### src/rab_pkg.sv
package rab_pkg;

    localparam int REG_IDX_W = 3;
    localparam int CFG_DATA_W = 16;
    // Store index carried between front and back; wide enough for the largest frame.
    localparam int ADDR_W = 24;

    typedef enum logic [REG_IDX_W-1:0] {
        REG_DEST_X  = 3'd0,
        REG_DEST_Y  = 3'd1,
        REG_PIVOT_X = 3'd2,
        REG_PIVOT_Y = 3'd3,
        REG_COEF_00 = 3'd4,
        REG_COEF_01 = 3'd5,
        REG_COEF_10 = 3'd6,
        REG_COEF_11 = 3'd7
    } reg_idx_t;

    localparam logic [7:0]  CHAN_MAX = 8'd255;
    localparam logic [31:0] WHITE = 32'hFFFF_FFFF;

    typedef enum logic {
        MODE_BLIT = 1'b0,
        MODE_READ = 1'b1
    } mode_t;

    // Entry of the queue between the address front end and the store back end.
    typedef struct packed {
        logic              is_read;
        logic              in_range;
        logic [31:0]       src_pixel;
        logic [ADDR_W-1:0] address;
    } job_t;

    // (s*a + d*(255-a)) / 255 for 8-bit operands; x/255 as (x + 1 + (x >> 8)) >> 8.
    function automatic logic [7:0] mix8(input logic [7:0] s, input logic [7:0] d,
                                        input logic [7:0] a);
        logic [16:0] x;
        logic [16:0] q;
        x = ({9'd0, s} * {9'd0, a}) + ({9'd0, d} * {9'd0, CHAN_MAX - a});
        q = (x + 17'd1 + (x >> 8)) >> 8;
        return q[7:0];
    endfunction

endpackage

### src/rab_queue.sv
module rab_queue #(
    parameter int DEPTH = 4
) (
    input  logic          clk,
    input  logic          rst_n,
    input  logic          push,
    output logic          full,
    input  rab_pkg::job_t din,
    input  logic          pop,
    output logic          empty,
    output rab_pkg::job_t dout
);
    import rab_pkg::*;

    localparam int AW = $clog2(DEPTH);

    job_t mem [DEPTH];
    logic [AW-1:0] wp_reg, rp_reg;
    logic [AW:0]   cnt_reg;
    logic do_push, do_pop;

    assign full = (cnt_reg == (AW+1)'(DEPTH));
    assign empty = (cnt_reg == '0);
    assign do_push = push && !full;
    assign do_pop = pop && !empty;
    assign dout = mem[rp_reg];

    always_ff @(posedge clk)
    begin
        if (do_push)
        begin
            mem[wp_reg] <= din;
        end
    end

    always_ff @(posedge clk or negedge rst_n)
    begin
        if (!rst_n)
        begin
            wp_reg <= '0;
            rp_reg <= '0;
            cnt_reg <= '0;
        end
        else
        begin
            if (do_push)
            begin
                wp_reg <= (wp_reg == AW'(DEPTH-1)) ? '0 : wp_reg + 1'b1;
            end
            if (do_pop)
            begin
                rp_reg <= (rp_reg == AW'(DEPTH-1)) ? '0 : rp_reg + 1'b1;
            end
            cnt_reg <= cnt_reg + (AW+1)'(do_push) - (AW+1)'(do_pop);
        end
    end

    a_cnt: assert property (@(posedge clk) disable iff (!rst_n)
        cnt_reg <= (AW+1)'(DEPTH))
        else $error("queue count overflow");
    a_ptr: assert property (@(posedge clk) disable iff (!rst_n)
        empty |-> wp_reg == rp_reg)
        else $error("queue pointers differ when empty");
    a_inc: assert property (@(posedge clk) disable iff (!rst_n)
        do_push && !do_pop |=> cnt_reg == $past(cnt_reg) + 1'b1)
        else $error("queue count missed a word");

endmodule

### config.mk
export PLATFORM = sky130hd
export DESIGN_NAME = rab_queue
export DESIGN_NICKNAME = d
export VERILOG_FILES = /design/src/rab_pkg.sv /design/src/rab_queue.sv
export SDC_FILE = /design/constraint.sdc
export NUM_CORES = 1
export LEC_CHECK = 0
export ABC_AREA = 1
export BUFFER_PORTS_ARGS = -buffer_cell sky130_fd_sc_hd__buf_2
export CORE_MARGIN = 10
export CORE_UTILIZATION = 35
export CTS_CLUSTER_SIZE = 10
export DETAILED_ROUTE_END_ITERATION = 10
export PLACE_DENSITY = 0.63
export REMOVE_ABC_BUFFERS = 1
export SLEW_MARGIN = 10
export SYNTH_ARGS = -nofsm -noshare
export SYNTH_HDL_FRONTEND = slang
export SYNTH_SLANG_ARGS = --single-unit
### constraint.sdc
create_clock -name clk -period 4.8 [get_ports clk]
set_clock_uncertainty 0.15 [all_clocks]
set_input_delay 0.96 -clock clk [delete_from_list [all_inputs] [get_ports clk]]
set_output_delay 0.96 -clock clk [all_outputs]
set_load 0.02 [all_outputs]
# == Yosys cells after proc, flatten, opt, wreduce, memory -nomap -nowiden ==
# Memories as Yosys holds them, arrays and structs flattened.
# Cells that the tools add are included.
# totals
elab_cells,20
reg_bits,7
inputBits,62
mem_count,1
mem_bits_rw,232
output_inout_bits,60
# mem_list
name,depth,word_bits,read_ports,rd_ports_with_merged_regs,wr,line_no,source
mem,4,58,1,0,1,rab_queue.sv:17,job_t mem [DEPTH];
# op_classes
eq_ne,3
n_reduce_logical,5
mux,4
n_addsub,4
# ops
operator,n
$add 2x1->2 const B,2
$eq 2x2->1 const B,2
$mux 2,2
$add 3x1->3,1
$eq 3x3->1 const B,1
$logic_not 3->1,1
$sub 3x1->3,1
$logic_and 1x1->1,2
$logic_not 1->1,2
$mux 1,2

# == Longest topological paths before layout ==
# depth
ltp_word,5
mapped_depth,10
depth_no_buf,10

# == Worst setup path before layout ==
# No wires, ideal clock.
# synth_timing
path_type,input to register
from,in push
to,mem mem[0][0] in the netlist's numbering (enable)
setup_time_ns,0.474
t_arrival_ns,3.538
path_buffers,0
setup_slack_ns,0.638
path_stages,2
t_required_ns,4.176
cell_sequence,nand2_1 -> nor2_1
# synth_between
elab_chain_len,3
# synth_rtl
element,line_no,source
start: declaration,rab_queue.sv:6,"input logic push,"
$logic_and 1x1->1,rab_queue.sv:24,assign do_push = push && !full;
$mux 1,rab_queue.sv:30,if (do_push)
$mux 1 (not written as such),rab_queue.sv:32,mem[wp_reg] <= din;
end: declaration,rab_queue.sv:17,
# Every way passes these cells.

==> flow_metrics.tcl <==
set metrics [dict create \
    status "complete, no violations" \
    synth_most_common_cell "edfxtp_1" \
    grt_max_degree 84 \
    dr.first_iter.drc_count 233 \
    ir_drop_mv 0.3596 \
    drc 0 \
    num_vias 5592 \
    grt_pass1_wl_mm 31.86 \
    synthSimpleGateAreaFrac_pct 7.685 \
    finalMaxSlewViolations 0 \
    crit_slowest_cell "dfrtp_4" \
    whs_ns 0.1144 \
    synth_seq_cells 239 \
    netlist.area_leader.share_pct 69.46 \
    totalWireLength_mm 19.72 \
    clock_sinks 239 \
    cts-root-buf "clkbuf_16" \
    worst-r2r-cell-count 5 \
    regArea_um2 7149 \
    wire_per_inst_um 15.69 \
    relSlewSlack_pct 34.25 \
    fin_crit_ns 3.623 \
    pin_count 122 \
    timing.final.crit_share_pct 75.48 \
    clkLatencyLatePin_ns 0.52 \
    worstPathRequired_ns 3.69 \
    crit_chain "buf_4 -> o211ai_1 -> nand2_1 -> buf_2" \
    path_max_fanout 83 \
    worst_hold_path_type "in -> async" \
    synth-edff-count 232 \
    yosysUniqueCellTypes 17 \
    synthMuxAreaShare_pct 0 \
    cts_setup_buffers 0 \
    multi_input_area_um2 2074 \
    synthCells 735 \
    drive_gt1_share_pct 26.42 \
    start_kind "flip-flop" \
    die_area_um2 35830 \
    netlist_area_um2 10030 \
    cts_tree "done" \
    ys_seq_area_share_pct 71.21 \
    grtUsageTotal_pct 10.96 \
    synthTopCellsByArea "edfxtp_1 69%, o211ai_2 7.4%, nand2_1 7.1%" \
    cts_buffer_depth 3 \
    worst_setup_path_end_kind "primary output" \
    vias_per_cell 4.449 \
    clk_transition_reported_paths_ns 0.06 \
    synth_xor_area_share_pct 0 \
    synth_compound_area_share_pct 11.63 \
    synthArstFlopShare_pct 2.929 \
    power.total_w 0.007447 \
    yosys_warnings 0 \
    p_leak_nw 4.670 \
    postRouteAntennaNets 0 \
    ys.flop_type "edfxtp_1" \
    first_pass_iters 4 \
    fin_ws_ns 1.177 \
    finalHoldViolCount 0 \
    htreeDepth 1 \
    cp.depth 4 \
    ys_top_cells_by_count "232 x edfxtp_1, 191 x nand2_1, 129 x inv_1" \
    port_buffers 121 \
    final_net_count 932 \
    pwr_density_cell_nw_per_um2 634.4 \
    overflow 0 \
    post_cts_resized 0 \
    gp_congestion 0.6894 \
    path_delay_family "flip-flops" \
    slowest_delay_ns 1.06 \
    rows 61 \
    coreArea_um2 28010 \
    crit_arrival_ns 2.51 \
    rsz0062_at_grt "no" \
    fillers 2608 \
    largest_reg_flops 232 \
    die_y_um 189.3 \
    holdBufCountCts 0 \
    start_util_pct 35.81 \
    cap_violations 0 \
    place_hpwl_mm 12.05 \
    crit_type "reg -> out" \
    synth_adder_area_share_pct 1.073 \
    synth_top_area_cell "edfxtp_1" \
    fp.dieW_um 189.3 \
    numCtsBuffers 28 \
    antenna_found_initial 1 \
    synth_top_family_by_area "compound AO/OA/AOI/OAI gates" \
    dp_slack_ns 1.696 \
    worst_slew_pin_slew_ns 0.9862 \
    setup_violations 0 \
    fmax_mhz 276.0 \
    grt_pass1_vias 5850 \
    tns_ns 0 \
    area_growth_pct 17.04 \
    critPathBufInv 2 \
    post_synth.cell_area_avg_um2 13.65 \
]
-- stage by stage --
stage	cell area, um2	cells	util [%]
6_report	11740	1257	41.91
5_1_grt	11740	1256	41.90
4_1_cts	11740	1256	41.90
3_5_place_dp	10940	1210	39.07
3_3_place_gp	10940	1210	39.07
2_1_floorplan	9677	696	-
-- cells in the final DEF, fill, tap and decap left out, drive strengths merged --
cell type  count
nand3b         1
nor2           7
ha             7
inv          130
dfrtp          7
nand2        191
nand3          4
edfxtp       232
fa             1
o211ai       116
diode          1
buf          136
clkbuf        45
clkinvlp       1
-- logic make-up after synthesis --
group / after synthesis
and+or+nand+nor: 203
DFF: 239
buffers and inverters: 169
adders and majority gates: 8
AOI/OAI and AO/OA: 116
-- worst register-to-register path, cell delays in order (launching register included) --
cell and delay, ns:
dfrtp_1 0.37, nor2_1 0.07, nand2_1 0.12, nand2_1 0.31
nor2_4 0.80, buf_12 0.32
-- worst paths after layout --
kind	slack, ns	startpoint	endpoint
setup / recovery	1.18	rp_reg[0]	dout[18]
hold / removal	0.11	rst_n	rp_reg[1]
setup reg to reg	2.36	cnt_reg[1]	mem[0][22]
hold reg to reg	0.38	cnt_reg[0]	cnt_reg[0]
max in group asynchronous	4.20	rst_n	rp_reg[0]
min in group clk	0.38	cnt_reg[0]	cnt_reg[0]
-- routing by layer --
layer	global-route usage (%)	up-vias	part of all wire (%)
met2	18.43	115	49
li1	-	2797	-
met3	3.032	24	5.5
met4	2.442	0	1.9
met5	0	-	0
met1	13.75	2656	44
-- report_power, final --
part / switching [W] / internal [W]
registers: 0.000284 / 0.00275
logic: 0.00173 / 0.000841
clock network: 0.000738 / 0.00110
total: 0.00276 / 0.00469
-- area by class of cell --
type | count | share of cell area, %
flip-flops and latches | 239 | 60.90
multi-input cells | 327 | 17.67
clock buffers | 45 | 6.694
repair buffers | 136 | 6.438
inverters | 130 | 4.178
well taps | 378 | 4.029
clock inverters | 1 | 0.06395
diodes | 1 | 0.02132
Note: power is estimated with default switching activity, not from simulation.
