--- config.mk ---
export PLATFORM = sky130hd
export DESIGN_NAME = rab_front
export DESIGN_NICKNAME = d
export VERILOG_FILES = /design/src/rab_pkg.sv /design/src/rab_front.sv
export SDC_FILE = /design/constraint.sdc
export NUM_CORES = 2
export LEC_CHECK = 0
export ABC_AREA = 1
export BUFFER_PORTS_ARGS = -buffer_cell sky130_fd_sc_hd__buf_4
export CAP_MARGIN = 0
export CORE_MARGIN = 3
export CORE_UTILIZATION = 35
export CTS_CLUSTER_SIZE = 40
export DETAILED_ROUTE_END_ITERATION = 8
export PLACE_DENSITY = 0.61
export SLEW_MARGIN = 20
export SYNTH_ARGS = -nofsm -noshare
export SYNTH_HDL_FRONTEND = slang
export SYNTH_SLANG_ARGS = --single-unit
export TNS_END_PERCENT = 10
--- constraint.sdc ---
create_clock -name clk -period 10.33 [get_ports clk]
set_input_delay 0.5165 -clock clk [delete_from_list [all_inputs] [get_ports clk]]
set_output_delay 0.5165 -clock clk [all_outputs]
set_load 0.01 [all_outputs]
--- src/rab_pkg.sv ---
package rab_pkg;

    localparam int REG_IDX_W = 3;
    localparam int CFG_DATA_W = 16;
    // Store index carried between front and back; wide enough for the largest frame.
    localparam int ADDR_W = 24;

    typedef enum logic [REG_IDX_W-1:0] {
        REG_DEST_X  = 3'd0,
        REG_DEST_Y  = 3'd1,
        REG_PIVOT_X = 3'd2,
        REG_PIVOT_Y = 3'd3,
        REG_COEF_00 = 3'd4,
        REG_COEF_01 = 3'd5,
        REG_COEF_10 = 3'd6,
        REG_COEF_11 = 3'd7
    } reg_idx_t;

    localparam logic [7:0]  CHAN_MAX = 8'd255;
    localparam logic [31:0] WHITE = 32'hFFFF_FFFF;

    typedef enum logic {
        MODE_BLIT = 1'b0,
        MODE_READ = 1'b1
    } mode_t;

    // Entry of the queue between the address front end and the store back end.
    typedef struct packed {
        logic              is_read;
        logic              in_range;
        logic [31:0]       src_pixel;
        logic [ADDR_W-1:0] address;
    } job_t;

    // (s*a + d*(255-a)) / 255 for 8-bit operands; x/255 as (x + 1 + (x >> 8)) >> 8.
    function automatic logic [7:0] mix8(input logic [7:0] s, input logic [7:0] d,
                                        input logic [7:0] a);
        logic [16:0] x;
        logic [16:0] q;
        x = ({9'd0, s} * {9'd0, a}) + ({9'd0, d} * {9'd0, CHAN_MAX - a});
        q = (x + 17'd1 + (x >> 8)) >> 8;
        return q[7:0];
    endfunction

endpackage

--- src/rab_front.sv ---
module rab_front #(
    parameter int FRAME_WIDTH = 256,
    parameter int FRAME_PIXELS = 65536,
    parameter int COEF_FRAC_BITS = 14
) (
    input  logic                     clk,
    input  logic                     rst_n,
    input  logic                     cfg_we,
    input  logic [2:0]               cfg_index,
    input  logic [15:0]              cfg_data,
    input  logic                     in_valid,
    output logic                     in_ready,
    input  logic                     mode,
    input  logic [31:0]              src_pixel,
    input  logic [7:0]               offset_x,
    input  logic [7:0]               offset_y,
    input  logic [15:0]              read_address,
    output logic                     job_valid,
    input  logic                     job_ready,
    output rab_pkg::job_t            job
);
    import rab_pkg::*;

    localparam int PW = 64;

    logic signed [9:0]  dest_x_reg, dest_y_reg, pivot_x_reg, pivot_y_reg;
    logic signed [15:0] c00_reg, c01_reg, c10_reg, c11_reg;

    always_ff @(posedge clk or negedge rst_n)
    begin
        if (!rst_n)
        begin
            dest_x_reg <= '0;
            dest_y_reg <= '0;
            pivot_x_reg <= '0;
            pivot_y_reg <= '0;
            c00_reg <= 16'sd16384;
            c01_reg <= '0;
            c10_reg <= '0;
            c11_reg <= 16'sd16384;
        end
        else if (cfg_we)
        begin
            case (reg_idx_t'(cfg_index))
                REG_DEST_X:  dest_x_reg <= cfg_data[9:0];
                REG_DEST_Y:  dest_y_reg <= cfg_data[9:0];
                REG_PIVOT_X: pivot_x_reg <= cfg_data[9:0];
                REG_PIVOT_Y: pivot_y_reg <= cfg_data[9:0];
                REG_COEF_00: c00_reg <= cfg_data;
                REG_COEF_01: c01_reg <= cfg_data;
                REG_COEF_10: c10_reg <= cfg_data;
                REG_COEF_11: c11_reg <= cfg_data;
                default: ;
            endcase
        end
    end

    // Stage 1: products. Stage 2: sums, truncation, linear index.
    logic        s1_valid_reg, s2_valid_reg;
    logic        s1_read_reg;
    logic [31:0] s1_pix_reg;
    logic [15:0] s1_raddr_reg;
    logic signed [31:0] p00_reg, p01_reg, p10_reg, p11_reg;
    logic signed [11:0] dx, dy;
    job_t s2_job_reg, s2_job_next;
    logic advance;

    // Whole pipe moves only when stage 2 is empty or the queue takes the oldest job.
    assign advance = !s2_valid_reg || job_ready;
    assign in_ready = advance;
    assign dx = 12'(dest_x_reg) + 12'($unsigned(offset_x)) - 12'(pivot_x_reg);
    assign dy = 12'(dest_y_reg) + 12'($unsigned(offset_y)) - 12'(pivot_y_reg);

    always_ff @(posedge clk or negedge rst_n)
    begin
        if (!rst_n)
        begin
            s1_valid_reg <= 1'b0;
            s2_valid_reg <= 1'b0;
        end
        else if (advance)
        begin
            s1_valid_reg <= in_valid;
            s2_valid_reg <= s1_valid_reg;
        end
    end

    always_ff @(posedge clk)
    begin
        if (advance)
        begin
            s1_read_reg <= (mode == MODE_READ);
            s1_pix_reg <= src_pixel;
            s1_raddr_reg <= read_address;
            p00_reg <= 32'(dx) * 32'(c00_reg);
            p01_reg <= 32'(dy) * 32'(c01_reg);
            p10_reg <= 32'(dx) * 32'(c10_reg);
            p11_reg <= 32'(dy) * 32'(c11_reg);
            s2_job_reg <= s2_job_next;
        end
    end

    logic signed [PW-1:0] tx, ty, qx, qy, col, row, idx;
    always_comb
    begin
        tx = PW'(p00_reg) - PW'(p01_reg);
        ty = PW'(p10_reg) + PW'(p11_reg);
        // Truncate toward zero: bias negatives before the arithmetic shift.
        qx = (tx + (tx < 0 ? PW'((64'sd1 <<< COEF_FRAC_BITS) - 1) : PW'(0)))
             >>> COEF_FRAC_BITS;
        qy = (ty + (ty < 0 ? PW'((64'sd1 <<< COEF_FRAC_BITS) - 1) : PW'(0)))
             >>> COEF_FRAC_BITS;
        col = PW'(pivot_x_reg) + qx;
        row = PW'(pivot_y_reg) + qy;
        idx = col + row * PW'(FRAME_WIDTH);
        s2_job_next.is_read = s1_read_reg;
        s2_job_next.src_pixel = s1_pix_reg;
        if (s1_read_reg)
        begin
            s2_job_next.in_range = (PW'(s1_raddr_reg) < PW'(FRAME_PIXELS));
            s2_job_next.address = ADDR_W'(s1_raddr_reg);
        end
        else
        begin
            s2_job_next.in_range = (idx >= 0) && (idx < PW'(FRAME_PIXELS));
            s2_job_next.address = s2_job_next.in_range ? idx[ADDR_W-1:0] : '0;
        end
    end

    assign job_valid = s2_valid_reg;
    assign job = s2_job_reg;

    a_hold: assert property (@(posedge clk) disable iff (!rst_n)
        s2_valid_reg && !job_ready |=> s2_valid_reg && $stable(s2_job_reg))
        else $error("front job changed while stalled");
    a_flow: assert property (@(posedge clk) disable iff (!rst_n)
        advance |=> s1_valid_reg == $past(in_valid))
        else $error("front stage 1 lost an item");
    a_range: assert property (@(posedge clk) disable iff (!rst_n)
        s2_valid_reg && !s2_job_reg.is_read && !s2_job_reg.in_range
        |-> s2_job_reg.address == '0)
        else $error("skipped blit carries an address");

endmodule

* After elaboration in Yosys (flattened, before gate mapping)
Index checks and enable logic that the tools add are counted.
** Cells by class
- Bitwise operators :: 1
- Multiply operators :: 4
- Reductions and logical operators :: 13
- Muxes and demuxes :: 4
- Order comparisons :: 4
- Equal/unequal tests :: 7
- Add/subtract/negate cells :: 11
** Operators by type and width (number)
- multiplier 12 x 16 -> 28 bit :: 4
- adder 29 x 15 -> 30 bit :: 2
- < comparator 29 x 1 -> 1 bit, second input constant :: 2
- adder 10 x 16 -> 17 bit :: 2
- two-way mux 16 bit :: 2
- adder 28 x 28 -> 29 bit :: 1
- subtractor 28 x 28 -> 29 bit :: 1
- two-way mux 14 bit :: 2
- adder 17 x 25 -> 26 bit :: 1
- greater-or-equal comparator 26 x 1 -> 1 bit, second input constant :: 1
- < comparator 26 x 18 -> 1 bit, second input constant :: 1
- subtractor 11 x 10 -> 12 bit :: 2
- adder 10 x 9 -> 11 bit :: 2
- AND reduction 2 bit :: 8
- equality test 3 bit, second input constant :: 4
- equality test 3 x 2 -> 1 bit, second input constant :: 2
- equality test 3 x 1 -> 1 bit, second input constant :: 1
- logical NOT 3 bit :: 1
- OR reduction 2 bit :: 1
- logical AND 1 bit :: 1
- logical NOT 1 bit :: 1
- logical OR 1 bit :: 1
- NOT 1 bit :: 1
** Word-level totals
- Output and inout bits :: 60
- Bits of input ports :: 89
- Flip-flop bits (word level) :: 325

* Depth between registers and ports, before layout
- Depth after elaboration :: 10
- Depth in mapped cells :: 49
- Gate-level depth less buffers :: 48

* Worst setup path before layout
Ideal clock, no wire load.
- Path kind :: input -> register
- Start :: in offset_x[1]
- End :: reg p10_reg[26] (data pin)
- Data arrival time :: 7185 ps
- Setup slack :: 2887 ps
- Stages :: 42
- Library setup time :: 257 ps
- Required time :: 10073 ps
- Cells stage by stage :: inv_1 -> fa_1 -> inv_1 -> fa_1 -> nand3_1 -> nand3_1 -> nand2_1 -> nand2_1 -> a21oi_1 -> nor2_1 -> o21ai_0 -> nand2_1 -> nand2_1 -> nand2_1 -> a21oi_1 -> or2_2 -> nand2_1 -> inv_1 -> [... 6 more ...] -> inv_1 -> fa_1 -> inv_1 -> fa_1 -> ha_1 -> a21oi_1 -> nor2_1 -> o21ai_0 -> o211ai_1 -> a21oi_1 -> inv_1 -> a21oi_1 -> o21ai_0 -> nand2_1 -> nand2_1 -> nand2_1 -> nand2_1 -> xor2_1
** On the way
- Word-level cells in the longest chain between the ends :: 3
** RTL lines
- start: declaration :: line rab_front.sv:15 : input logic [7:0] offset_x,
- adder 10 x 9 -> 11 bit :: line rab_front.sv:71 : assign dx = 12'(dest_x_reg) + 12'($unsigned(offset_x)) - 12'(pivot_x_reg);
- subtractor 11 x 10 -> 12 bit :: line rab_front.sv:71
- multiplier 12 x 16 -> 28 bit :: line rab_front.sv:97 : p10_reg <= 32'(dx) * 32'(c10_reg);
- end signal: assignment :: line rab_front.sv:97
- end: declaration :: line rab_front.sv:63 : logic signed [31:0] p00_reg, p01_reg, p10_reg, p11_reg;
No other way between the ends.
A chain may end at the register's enable or synchronous reset.

* Final worst setup path
- Start :: reg pivot_x_reg[0]
- End :: reg p10_reg[23] (data pin)
** On the way
- Word-level cells in the longest chain between the ends :: 2
** RTL lines
- start: declaration :: line rab_front.sv:26 : logic signed [9:0] dest_x_reg, dest_y_reg, pivot_x_reg, pivot_y_reg;
- start signal: assignment :: line rab_front.sv:47 : REG_PIVOT_X: pivot_x_reg <= cfg_data[9:0];
- subtractor 11 x 10 -> 12 bit :: line rab_front.sv:71
- multiplier 12 x 16 -> 28 bit :: line rab_front.sv:97
No other way between the ends.

==> flow_summary.ini <==
[clocking]
cts_resized = 0
h-tree-depth = 2
cts_tree = yes
cts_sinks = 325
cts_buffers = 41
cts_root_buf = clkbuf_16
clock_path_buffers = 3
clock_latency_ns = 0.61
clk_pin_slew_ns = 0.06

[placement]
hpwlAfterDp_mm = 107
gp_congestion = 0.905
io_buffers = 148
dpl-instance-area_um2 = 49900
pre_cts_ws_ns = 1.33

[critical_path]
path_class = flip-flop to flip-flop
worst-path-max-fanout = 30
rr_worst_depth = 35
cp_data_required_time_ns = 10.68
crit_slowest_cell = inv_1
end_kind = flip-flop
max_stage_delay_ns = 0.82
r2r_slack_ns = 1.37
worst_path_most_repeated_cell = nand2_1
r2r_end = p10_reg[23]$_DFFE_PP_
startpoint_type = flip-flop
timing.rr.start = pivot_x_reg[0]$_DFFE_PN0P_
critical_path_arrival_ns = 9.31

[yosys]
syn_inst = 5500
ys.warnings.count = 0
synthFlopType = edfxtp_1
synth_edf_count = 219
ys_types = 54
async_flop_share_pct = 32.6
synth-seq-cells = 325
syn-mean-instance-area_um2 = 8.51
yosysSeqAreaShare_pct = 19.7
syn_area_um2 = 46800

[die]
ios = 149
die_x_um = 372
die_y_um = 372
start_util_pct = 35.4
design.core.area_um2 = 132000
fp-row-count = 133
die_area_um2 = 138000

[layout]
layout_common_cells = nand2_1, inv_1, fa_1, nor2_1, ha_1
synthToLayoutAreaGrowth_pct = 9.60
seq_area_um2 = 9230
fill_cells = 13521
layout_commonest_cell = nand2_1
nets = 6815
fin_area_um2 = 51300
largest_reg_flops = 58
multiInputGateArea_um2 = 32500
drive_above_1_share_pct = 5.94

[timing]
fin_worst_skew_ns = 0.0218
finalMaxSlewViolations = 0
rsz0062_at_grt = false
max_freq_mhz = 112
tns_ns = 0
min_period_ns = 8.96
layout_setup_ws_ns = 1.37
min_period_over_period_pct = 86.8
slew_headroom_pct = 26.4
hold_viol = 0
finalSetupViolCount = 0
worst_pin_slew_ns = 1.10

[flow_run]
maxCapViolCount = 0

[drt]
via_per_inst = 4.89
drt-initial-drc-count = 2536
final_antenna_net_count = 0
wl_per_cell_um = 17.3
drc = 0
wirelength_mm = 128
drt-pass1-iter-count = 5
vias = 36086

[global_route]
grt_max_degree = 76
grtUsageTotal_pct = 18.9
grt_first_pass_wirelength_mm = 204
grt_pass1_vias = 37061
overflow = 0
antenna_found_initial = 6

[min_path]
worstHoldStart = src_pixel[17]
min_path_cells = 1
whs_endpoint = s1_pix_reg[17]$_DFFE_PP_
hp-class = primary input to flip-flop

[run_status]
run_status = finished clean
## final cells by class
cell class / count / share of cell area (%)
repair buffers: 178 / 2.61
flip-flops and latches: 325 / 18.0
inverters: 1219 / 8.92
diodes: 2 / 0.00975
clock inverters: 32 / 0.744
clock buffers: 44 / 2.06
multi-input cells: 3823 / 63.4
well taps: 1755 / 4.28
## critical path, delay by kind of cell (launching register included)
family / cells / cell delay, ns
fa+ha+maj: 9 / 3.74
compound gates: 7 / 1.67
simple gates: 13 / 1.44
buf+inv: 5 / 1.01
xor+xnor: 1 / 0.42
flops: 1 / 0.40
## per-layer routing
layer	part of all wire (%)	global-route usage [%]	vias to the layer above
li1	-	-	16932
met1	46	26.7	17889
met2	45	29.9	1085
met3	6.7	3.18	180
met4	2.8	5.05	0
met5	0	0	-
## logic make-up (layout without fill, tap and decap cells)
group,count (synthesis),count (layout),share of synthesized area (%)
compound gates,566,566,6.50
xor+xnor,202,202,3.79
fa+ha+maj,1138,1138,42.4
buf+inv,1359,1473,10.9
flops,325,325,19.7
other cells,1,10,0.00801
simple gates,1909,1909,16.6
## repair_timing
item	in CTS	in global routing
hold buffers	1	0
endpoints found under the hold margin	43	0
setup buffers	0	0
## metrics by stage
stage,util [%],cells,hold WS (ns)
floorplan,-,5507,0.221
global placement,37.7,7299,0.400
detailed placement,37.7,7299,0.406
CTS,38.8,7376,0.0441
global route,38.8,7376,0.0532
finish,38.8,7378,0.0904
## synth_stat cells (17+ instances only)
cell	n	area share [%]
inv_1	1198	9.6
xor2_1	121	2.3
o21bai_1	17	0.27
o21ai_0	224	2.4
nor3_1	30	0.32
clkbuf_1	117	0.94
dfrtp_1	104	5.6
or2_2	17	0.23
ha_1	389	10
xnor2_1	80	1.5
a21oi_1	244	2.6
edfxtp_1	219	14
nand3_1	137	1.5
a21o_1	21	0.34
fa_1	749	32
nand4_1	32	0.43
nand2_1	1206	9.7
nor2_1	412	3.3
## worst max-delay path by stage
stage | start | end
global route | pivot_x_reg[0]$_DFFE_PN0P_ | p10_reg[23]$_DFFE_PP_
floorplan | offset_x[1] | p10_reg[26]$_DFFE_PP_
CTS | pivot_x_reg[0]$_DFFE_PN0P_ | p10_reg[23]$_DFFE_PP_
detailed placement | offset_x[1] | p10_reg[23]$_DFFE_PP_
global placement | offset_x[1] | p10_reg[23]$_DFFE_PP_
finish | pivot_x_reg[0]$_DFFE_PN0P_ | p10_reg[23]$_DFFE_PP_
Power is not shown: default switching activity piles up to over one toggle a cycle in this logic, so the estimate is an artifact.
